### config.mk
export PLATFORM = sky130hd
export DESIGN_NAME = round_robin_thread_scheduler
export DESIGN_NICKNAME = d
export VERILOG_FILES = /design/src/design/rrts_pkg.sv /design/src/design/rrts_ram.sv /design/src/design/round_robin_thread_scheduler.sv
export SDC_FILE = /design/constraint.sdc
export NUM_CORES = 1
export LEC_CHECK = 0
export BUFFER_PORTS_ARGS = -buffer_cell sky130_fd_sc_hd__buf_2
export CAP_MARGIN = 25
export CELL_PAD_IN_SITES_DETAIL_PLACEMENT = 1
export CELL_PAD_IN_SITES_GLOBAL_PLACEMENT = 1
export CORE_ASPECT_RATIO = 0.7
export CORE_UTILIZATION = 34
export CTS_CLUSTER_DIAMETER = 100
export CTS_CLUSTER_SIZE = 40
export DETAILED_ROUTE_END_ITERATION = 10
export GPL_ROUTABILITY_DRIVEN = 1
export GPL_TIMING_DRIVEN = 0
export HOLD_SLACK_MARGIN = 0.08
export PLACE_DENSITY = 0.61
export SYNTH_ARGS = -nofsm -noshare
export SYNTH_HDL_FRONTEND = slang
export SYNTH_HIERARCHICAL = 1
export SYNTH_SLANG_ARGS = --single-unit
### constraint.sdc
create_clock -name clk -period 17.1 [get_ports clk]
set_input_delay 2.565 -clock clk [delete_from_list [all_inputs] [get_ports clk]]
set_output_delay 2.565 -clock clk [all_outputs]
set_load 0.005 [all_outputs]
### src/design/rrts_pkg.sv
// ----------------------------------------------------------------------------
// rrts_pkg
// Types and constants shared by the round-robin thread scheduler files.
// ----------------------------------------------------------------------------
package rrts_pkg;

	localparam int THREAD_SLOTS_DEF = 16;
	localparam int SEM_COUNT_DEF    = 8;

	typedef enum logic [2:0] {
		REQ_CREATE   = 3'd0,
		REQ_YIELD    = 3'd1,
		REQ_EXIT     = 3'd2,
		REQ_JOIN     = 3'd3,
		REQ_SEM_INIT = 3'd4,
		REQ_SEM_DOWN = 3'd5,
		REQ_SEM_UP   = 3'd6,
		REQ_NONE     = 3'd7
	} req_t;

	typedef enum logic [1:0] {
		TS_FREE     = 2'd0,
		TS_RUNNABLE = 2'd1,
		TS_RUNNING  = 2'd2,
		TS_SLEEPING = 2'd3
	} tstate_t;

	typedef enum logic [2:0] {
		ST_OK       = 3'd0,
		ST_NOSLOT   = 3'd1,
		ST_RANGE    = 3'd2,
		ST_LAST     = 3'd3,
		ST_DEADLOCK = 3'd4
	} status_t;

	typedef enum logic [1:0] {
		S_IDLE = 2'd0,
		S_QRD  = 2'd1,
		S_EXE  = 2'd2
	} fsm_t;

endpackage

### src/design/rrts_ram.sv
// ----------------------------------------------------------------------------
// rrts_ram
// Generic simple dual-port RAM, one write port, one registered read port.
// ----------------------------------------------------------------------------
module rrts_ram #(
	parameter int WIDTH = 8,
	parameter int DEPTH = 16
) (
	input  logic                     clk,
	input  logic                     we,
	input  logic [$clog2(DEPTH)-1:0] waddr,
	input  logic [WIDTH-1:0]         wdata,
	input  logic [$clog2(DEPTH)-1:0] raddr,
	output logic [WIDTH-1:0]         rdata
);

	logic [WIDTH-1:0] mem [DEPTH];

	always_ff @(posedge clk) begin
		if (we) begin
			mem[waddr] <= wdata;
		end
		rdata <= mem[raddr];
	end

endmodule

### src/design/round_robin_thread_scheduler.sv
// ----------------------------------------------------------------------------
// round_robin_thread_scheduler
// Thread slot states, running thread and binary semaphores with FIFO queues.
// ----------------------------------------------------------------------------
// channel   direction  handshake              payload
// request   in         start && !busy         req_type target_tid sem_id init_value
// result    out        done (one cycle)       running_tid new_tid join_done status
//
// A request runs through three steps: semaphore record read, queue head read,
// then execute and write back; the result strobes in the following cycle,
// when a new request may already be taken.
// Reset: slot 0 running, all others free, semaphores zero with empty queues.
// The result cannot be stalled; busy holds requests off while one is at work.
module round_robin_thread_scheduler #(
	parameter int THREAD_SLOTS = rrts_pkg::THREAD_SLOTS_DEF,
	parameter int SEM_COUNT    = rrts_pkg::SEM_COUNT_DEF
) (
	input  logic       clk,
	input  logic       arst_n,
	input  logic       start,
	output logic       busy,
	input  logic [2:0] req_type,
	input  logic [4:0] target_tid,
	input  logic [2:0] sem_id,
	input  logic       init_value,
	output logic       done,
	output logic [3:0] running_tid,
	output logic [3:0] new_tid,
	output logic       join_done,
	output logic [2:0] status
);

	localparam int TW = $clog2(THREAD_SLOTS);
	localparam int CW = $clog2(THREAD_SLOTS + 1);
	localparam int SW = (SEM_COUNT > 1) ? $clog2(SEM_COUNT) : 1;
	localparam int MW = 1 + CW + TW;

	rrts_pkg::fsm_t    state_q, state_d;
	rrts_pkg::tstate_t ts_q [THREAD_SLOTS];
	rrts_pkg::tstate_t ts_d [THREAD_SLOTS];
	logic [TW-1:0]     current_q, cur_d;
	logic [(1<<SW)-1:0] sem_v_q;

	rrts_pkg::req_t req_s1;
	logic [4:0]     tgt_s1;
	logic [2:0]     sid_s1;
	logic           ival_s1;

	logic          m_val_q;
	logic [CW-1:0] m_cnt_q;
	logic [TW-1:0] m_head_q;
	logic          m_val;
	logic [CW-1:0] m_cnt;
	logic [TW-1:0] m_head;

	logic accept, in_qrd, in_exe;

	logic [MW-1:0] meta_rdata, meta_wdata;
	logic          meta_we;
	logic [TW-1:0] q_rdata;
	logic          q_we;
	logic [SW+TW-1:0] q_waddr, q_raddr;
	logic [SW-1:0] sid_idx, in_sid_idx;

	logic          mw_val;
	logic [CW-1:0] mw_cnt;
	logic [TW-1:0] mw_head;
	logic [TW-1:0] tail;

	logic          free_found, other_found;
	logic [TW-1:0] free_idx, other_idx;

	logic [TW-1:0] new_d;
	logic          jd_d;
	rrts_pkg::status_t st_d;

	logic          done_q, jd_q;
	logic [3:0]    run_q, new_q;
	logic [2:0]    st_q;

	assign in_sid_idx = SW'(sem_id);
	assign sid_idx    = SW'(sid_s1);

	// FSM next state
	always_comb begin
		state_d = state_q;
		case (state_q)
			rrts_pkg::S_IDLE: if (start) state_d = rrts_pkg::S_QRD;
			rrts_pkg::S_QRD:  state_d = rrts_pkg::S_EXE;
			rrts_pkg::S_EXE:  state_d = rrts_pkg::S_IDLE;
			default:          state_d = rrts_pkg::S_IDLE;
		endcase
	end

	// FSM outputs
	always_comb begin
		busy   = 1'b1;
		in_qrd = 1'b0;
		in_exe = 1'b0;
		case (state_q)
			rrts_pkg::S_IDLE: busy = 1'b0;
			rrts_pkg::S_QRD:  in_qrd = 1'b1;
			rrts_pkg::S_EXE:  in_exe = 1'b1;
			default:          busy = 1'b0;
		endcase
	end

	assign accept = start && !busy;

	rrts_ram #(.WIDTH(MW), .DEPTH(1 << SW)) u_meta_ram (
		.clk   (clk),
		.we    (meta_we),
		.waddr (sid_idx),
		.wdata (meta_wdata),
		.raddr (in_sid_idx),
		.rdata (meta_rdata)
	);

	rrts_ram #(.WIDTH(TW), .DEPTH(1 << (SW + TW))) u_queue_ram (
		.clk   (clk),
		.we    (q_we),
		.waddr (q_waddr),
		.wdata (current_q),
		.raddr (q_raddr),
		.rdata (q_rdata)
	);

	// never-written records read as zero
	always_comb begin
		if (sem_v_q[sid_idx]) begin
			{m_val, m_cnt, m_head} = meta_rdata;
		end else begin
			m_val  = 1'b0;
			m_cnt  = '0;
			m_head = '0;
		end
	end

	assign q_raddr = {sid_idx, m_head};

	always_comb begin
		logic [TW:0] sum;
		sum = (TW+1)'(m_head_q) + (TW+1)'(m_cnt_q);
		if (sum >= (TW+1)'(THREAD_SLOTS)) sum = sum - (TW+1)'(THREAD_SLOTS);
		tail = sum[TW-1:0];
	end
	assign q_waddr = {sid_idx, tail};

	// lowest free slot and next runnable slot after the running one
	always_comb begin
		logic [TW:0] idx;
		free_found  = 1'b0;
		free_idx    = '0;
		other_found = 1'b0;
		other_idx   = '0;
		for (int i = 0; i < THREAD_SLOTS; i++) begin
			if (!free_found && ts_q[i] == rrts_pkg::TS_FREE) begin
				free_found = 1'b1;
				free_idx   = TW'(i);
			end
		end
		for (int i = 1; i < THREAD_SLOTS; i++) begin
			idx = (TW+1)'(current_q) + (TW+1)'(i);
			if (idx >= (TW+1)'(THREAD_SLOTS)) idx = idx - (TW+1)'(THREAD_SLOTS);
			if (!other_found && ts_q[idx[TW-1:0]] == rrts_pkg::TS_RUNNABLE) begin
				other_found = 1'b1;
				other_idx   = idx[TW-1:0];
			end
		end
	end

	// execute
	always_comb begin
		logic              yld, sem_ok;
		logic [TW-1:0]     tgt_idx;
		logic [TW:0]       hn;
		rrts_pkg::tstate_t saved;
		ts_d    = ts_q;
		cur_d   = current_q;
		new_d   = '0;
		jd_d    = 1'b0;
		st_d    = rrts_pkg::ST_OK;
		meta_we = 1'b0;
		q_we    = 1'b0;
		mw_val  = m_val_q;
		mw_cnt  = m_cnt_q;
		mw_head = m_head_q;
		yld     = 1'b0;
		sem_ok  = 32'(sid_s1) < SEM_COUNT;
		tgt_idx = TW'(tgt_s1);
		saved   = ts_q[current_q];
		hn      = (TW+1)'(m_head_q) + (TW+1)'(1);
		if (hn >= (TW+1)'(THREAD_SLOTS)) hn = hn - (TW+1)'(THREAD_SLOTS);
		case (req_s1)
			rrts_pkg::REQ_CREATE: begin
				if (free_found) begin
					ts_d[free_idx] = rrts_pkg::TS_RUNNABLE;
					new_d          = free_idx;
				end else begin
					st_d = rrts_pkg::ST_NOSLOT;
				end
			end
			rrts_pkg::REQ_YIELD: yld = 1'b1;
			rrts_pkg::REQ_EXIT: begin
				if (other_found) begin
					ts_d[current_q] = rrts_pkg::TS_FREE;
					ts_d[other_idx] = rrts_pkg::TS_RUNNING;
					cur_d           = other_idx;
				end else begin
					st_d = rrts_pkg::ST_LAST;
				end
			end
			rrts_pkg::REQ_JOIN: begin
				if (32'(tgt_s1) >= THREAD_SLOTS) begin
					st_d = rrts_pkg::ST_RANGE;
				end else if (ts_q[tgt_idx] == rrts_pkg::TS_FREE) begin
					jd_d = 1'b1;
				end else begin
					yld = 1'b1;
				end
			end
			rrts_pkg::REQ_SEM_INIT: begin
				if (sem_ok) begin
					meta_we = 1'b1;
					mw_val  = ival_s1;
					mw_cnt  = '0;
				end
			end
			rrts_pkg::REQ_SEM_DOWN: begin
				if (sem_ok) begin
					if (m_val_q) begin
						meta_we = 1'b1;
						mw_val  = 1'b0;
					end else if (other_found && 32'(m_cnt_q) < THREAD_SLOTS) begin
						meta_we         = 1'b1;
						q_we            = 1'b1;
						mw_cnt          = m_cnt_q + CW'(1);
						ts_d[current_q] = rrts_pkg::TS_SLEEPING;
						ts_d[other_idx] = rrts_pkg::TS_RUNNING;
						cur_d           = other_idx;
					end else begin
						st_d = rrts_pkg::ST_DEADLOCK;
					end
				end
			end
			rrts_pkg::REQ_SEM_UP: begin
				if (sem_ok && !m_val_q) begin
					meta_we = 1'b1;
					if (m_cnt_q == '0) begin
						mw_val = 1'b1;
					end else begin
						ts_d[q_rdata] = rrts_pkg::TS_RUNNABLE;
						mw_head       = hn[TW-1:0];
						mw_cnt        = m_cnt_q - CW'(1);
					end
				end
			end
			default: ;
		endcase
		if (yld) begin
			if (other_found) begin
				if (saved == rrts_pkg::TS_RUNNING) ts_d[current_q] = rrts_pkg::TS_RUNNABLE;
				ts_d[other_idx] = rrts_pkg::TS_RUNNING;
				cur_d           = other_idx;
			end else if (saved == rrts_pkg::TS_RUNNABLE) begin
				ts_d[current_q] = rrts_pkg::TS_RUNNING;
			end else if (saved != rrts_pkg::TS_RUNNING) begin
				st_d = rrts_pkg::ST_DEADLOCK;
			end
		end
		meta_we    = meta_we && in_exe;
		q_we       = q_we && in_exe;
		meta_wdata = {mw_val, mw_cnt, mw_head};
	end

	always_ff @(posedge clk or negedge arst_n) begin
		if (!arst_n) begin
			state_q   <= rrts_pkg::S_IDLE;
			current_q <= '0;
			sem_v_q   <= '0;
			done_q    <= 1'b0;
			for (int i = 0; i < THREAD_SLOTS; i++) begin
				ts_q[i] <= (i == 0) ? rrts_pkg::TS_RUNNING : rrts_pkg::TS_FREE;
			end
		end else begin
			state_q <= state_d;
			done_q  <= in_exe;
			if (in_exe) begin
				ts_q      <= ts_d;
				current_q <= cur_d;
				if (meta_we) sem_v_q[sid_idx] <= 1'b1;
			end
		end
	end

	always_ff @(posedge clk) begin
		if (accept) begin
			req_s1  <= rrts_pkg::req_t'(req_type);
			tgt_s1  <= target_tid;
			sid_s1  <= sem_id;
			ival_s1 <= init_value;
		end
		if (in_qrd) begin
			m_val_q  <= m_val;
			m_cnt_q  <= m_cnt;
			m_head_q <= m_head;
		end
		if (in_exe) begin
			run_q <= 4'(cur_d);
			new_q <= 4'(new_d);
			jd_q  <= jd_d;
			st_q  <= st_d;
		end
	end

	assign done        = done_q;
	assign running_tid = run_q;
	assign new_tid     = new_q;
	assign join_done   = jd_q;
	assign status      = st_q;

	a_accept_seq: assert property (@(posedge clk) disable iff (!arst_n)
		accept |=> state_q == rrts_pkg::S_QRD)
		else $error("accepted request did not advance to queue read");

	a_done_idle: assert property (@(posedge clk) disable iff (!arst_n)
		done |-> state_q == rrts_pkg::S_IDLE)
		else $error("result strobe while a request is at work");

	a_cur_running: assert property (@(posedge clk) disable iff (!arst_n)
		!busy |-> ts_q[current_q] == rrts_pkg::TS_RUNNING)
		else $error("current thread is not in the running state");

endmodule

==> flow_summary.ini <==
[clocking]
clockRootBuffer = clkbuf_16
cts_buffer_depth = 3
cts_tree = yes
cts.htree.levels = 1
cts_made_buffers = 28
cts_setup_buffers = 0
cts-resized-gates = 0
cts_num_sinks = 687
ctsHoldBuffers = 0
clkSlewWorstSetupHoldPaths_ns = 0.13
clk_latency_ns = 0.67

[worst_setup_path]
crit_path_start = current_q[2]$_DFFE_PN0P_
end_kind = flip-flop
cpMaxStageDelayCell = dfrtp_4
crit_arrival_ns = 9.56
path_cells = buf_4 > buf_2 > buf_1 > inv_1 > ha_1 > clkbuf_1 > mux4_2 > mux2i_1 > mux2i_1 > nor4_1 > nand4_1 > clkbuf_1 > clkbuf_1 > and3_1 > clkbuf_1 > nor2b_1 > nand3_1 > clkbuf_1 > buf_8 > nor2_1
cpPeakStageDelay_ns = 0.86
crit_top_cell = clkbuf_1
r2r_start = current_q[2]$_DFFE_PN0P_
crit_family = buffers and inverters
cp.required_ns = 17.41
crit_path_max_fanout = 48
critPathBufInv = 10
path_class = reg -> reg
critPathLaunchType = flip-flop

[final_layout]
final_nets = 2275
regArea_um2 = 20300
fin_util = 0.380
area_growth_pct = 10.0
multi_input_area_um2 = 11700
finalNonFillerCells = 3505
drive_gt1_frac = 0.181
n_fill_cell = 9652

[routing]
drtIter0Drc = 2342
drt-pass1-iter-count = 7
num_vias = 21142
ant_nets = 0
drc = 0
wl_um = 104000
wl_per_cell_um = 29.8
routed_via_density = 6.03

[sta]
setup_tns_ns = 0
relSlewSlack = 0.210
setup_viol = 0
clock_skew_ns = 0.0553
max_freq_mhz = 108
slew_viol_final = 0
min_period_ns = 9.24
tightest_slew_ns = 1.18
rsz0062_at_grt = no
finalHoldViolCount = 0
period_share = 0.541

[die]
die_area_um2 = 97200
die_x_um = 372
rows = 94
io_pins = 29
fp.dieH_um = 261
start_util = 0.345
core_um2 = 94600

[status]
status = completed

[power]
power_density_nw_per_um2 = 180
p_total_mw = 6.47
vdd_ir_drop_max_mv = 0.163
total_leakage_power_nw = 11.2

[synthesis]
synth_seq_cells = 687
syn_area_um2 = 32600
async_flop_share = 0.0684
ys_types = 104
avgSynthCellArea_um2 = 15.2
yosysSeqAreaShare = 0.621
synth_edf_count = 626
netlist_instances = 2146
synth_ff_type = edfxtp_1
synth_nets = 2187
yosys_warnings = 6

[worst_hold_path]
hold_class = reg -> reg
hp-start = sem_v_q[4]$_DFFE_PN0P_

[global_route]
grt_pass1_wl_um = 152000
antenna_found_initial = 3
grt_max_degree = 90
grt_pass1_vias = 21254
track_usage = 0.213
overflow = 0

[run]
drv_cap = 0

[placement]
gp_congestion = 0.982
dpl.hpwl_um = 77200
place_inst = 3447
numPortBuffers = 28
synth_stat cells, drive strengths merged, types with 11 or more instances:
| cell | number | area, um2 |
|---|---|---|
| clkbuf | 82 | 309 |
| inv | 28 | 108 |
| o21ai | 92 | 460 |
| a21oi | 58 | 302 |
| a221oi | 14 | 123 |
| and3 | 12 | 75.1 |
| o211ai | 13 | 97.6 |
| buf | 51 | 283 |
| a21o | 11 | 82.6 |
| nor3 | 41 | 205 |
| a31oi | 22 | 138 |
| nor2 | 237 | 890 |
| mux2i | 26 | 268 |
| and2 | 28 | 175 |
| edfxtp | 626 | 18800 |
| mux2 | 23 | 259 |
| mux4 | 224 | 5120 |
| o22ai | 13 | 87.6 |
| ha | 25 | 313 |
| nand4 | 19 | 119 |
| dfrtp | 46 | 1150 |
| dfxtp | 14 | 280 |
| nand3 | 41 | 215 |
| xnor2 | 15 | 146 |
| nand2b | 19 | 119 |
| nand2 | 132 | 498 |
| nor2b | 35 | 219 |
| nor4 | 14 | 103 |
path summary, 6_finish.rpt:
kind / end / slack (ns) / depth (start not counted)
min in group asynchronous: state_q[0]$_DFFE_PN0P_ / 1.92 / 1
worst max-delay path: u_queue_ram/mem[110][0]$_DFFE_PP_ / 7.86 / 20
worst min-delay path: sem_v_q[4]$_DFFE_PN0P_ / 0.48 / 1
worst max register to register: u_queue_ram/mem[110][0]$_DFFE_PP_ / 7.86 / 20
max in group asynchronous: current_q[2]$_DFFE_PN0P_ / 14.50 / 2
worst min register to register: sem_v_q[4]$_DFFE_PN0P_ / 0.48 / 1
layout by cell type (no fill, tap or decap), types with 20 or more instances in the layout:
| cell | count |
|---|---|
| dfrtp_1 | 42 |
| mux4_2 | 204 |
| mux4_1 | 20 |
| mux2i_1 | 24 |
| clkbuf_16 | 29 |
| nand3_1 | 39 |
| o21ai_0 | 83 |
| edfxtp_1 | 626 |
| clkbuf_1 | 85 |
| buf_2 | 55 |
| a31oi_1 | 22 |
| nor2_1 | 237 |
| ha_1 | 25 |
| nor3_1 | 39 |
| mux2_2 | 22 |
| and2_1 | 27 |
| nand2_1 | 131 |
| nor2b_1 | 35 |
| inv_1 | 25 |
| a21oi_1 | 55 |
sequential cells by signal (all words and copies together) (netlist names), 5 cells and up:
register / cells
tgt_s1: 5
u_queue_ram/mem: 512
m_cnt_q: 5
ts_q: 32
u_meta_ram/mem: 80
u_meta_ram/rdata: 10
sem_v_q: 8
cells by family after synthesis:
family,Yosys count,share of synthesized area
flops,687,0.621
xor+xnor,22,0.00717
buf+inv,161,0.0214
compound gates,352,0.0749
fa+ha+maj,26,0.0102
mux,273,0.173
simple gates,625,0.0925
routing by layer:
| layer | part of all wire | global-route usage | vias to the layer above |
|---|---|---|---|
| met1 | 0.48 | 0.341 | 11354 |
| met5 | 0.00016 | 0 | - |
| met3 | 0.086 | 0.0360 | 87 |
| met4 | 0.012 | 0.0286 | 2 |
| met2 | 0.42 | 0.305 | 947 |
| li1 | - | - | 8752 |
area by class of cell:
| type | instances | share of cell area |
|---|---|---|
| flip-flops and latches | 687 | 0.565 |
| clock inverters | 19 | 0.0101 |
| well taps | 1248 | 0.0435 |
| plain buffers | 133 | 0.0165 |
| multi-input cells | 1298 | 0.326 |
| clock buffers | 33 | 0.0206 |
| repair buffers | 58 | 0.0160 |
| diodes | 1 | 0.0000697 |
| inverters | 28 | 0.00300 |
stage by stage:
step	setup slack, ns	hold slack, ns	cell area [um2]
2_1_floorplan	10.19	0.420	32600
3_3_place_gp	4.64	0.434	34300
3_5_place_dp	7.98	0.450	34700
4_1_cts	7.93	0.484	35800
5_1_grt	7.34	0.491	35900
6_report	7.86	0.475	35900
report_power, final:
part / switching [mW] / internal [mW] / leakage (nW)
sequential: 0.188 / 2.07 / 6.44
clock: 0.583 / 0.356 / 0.518
combinational: 2.21 / 1.07 / 4.29
total: 2.98 / 3.50 / 11.2
Power figures use the tool's default switching activity.
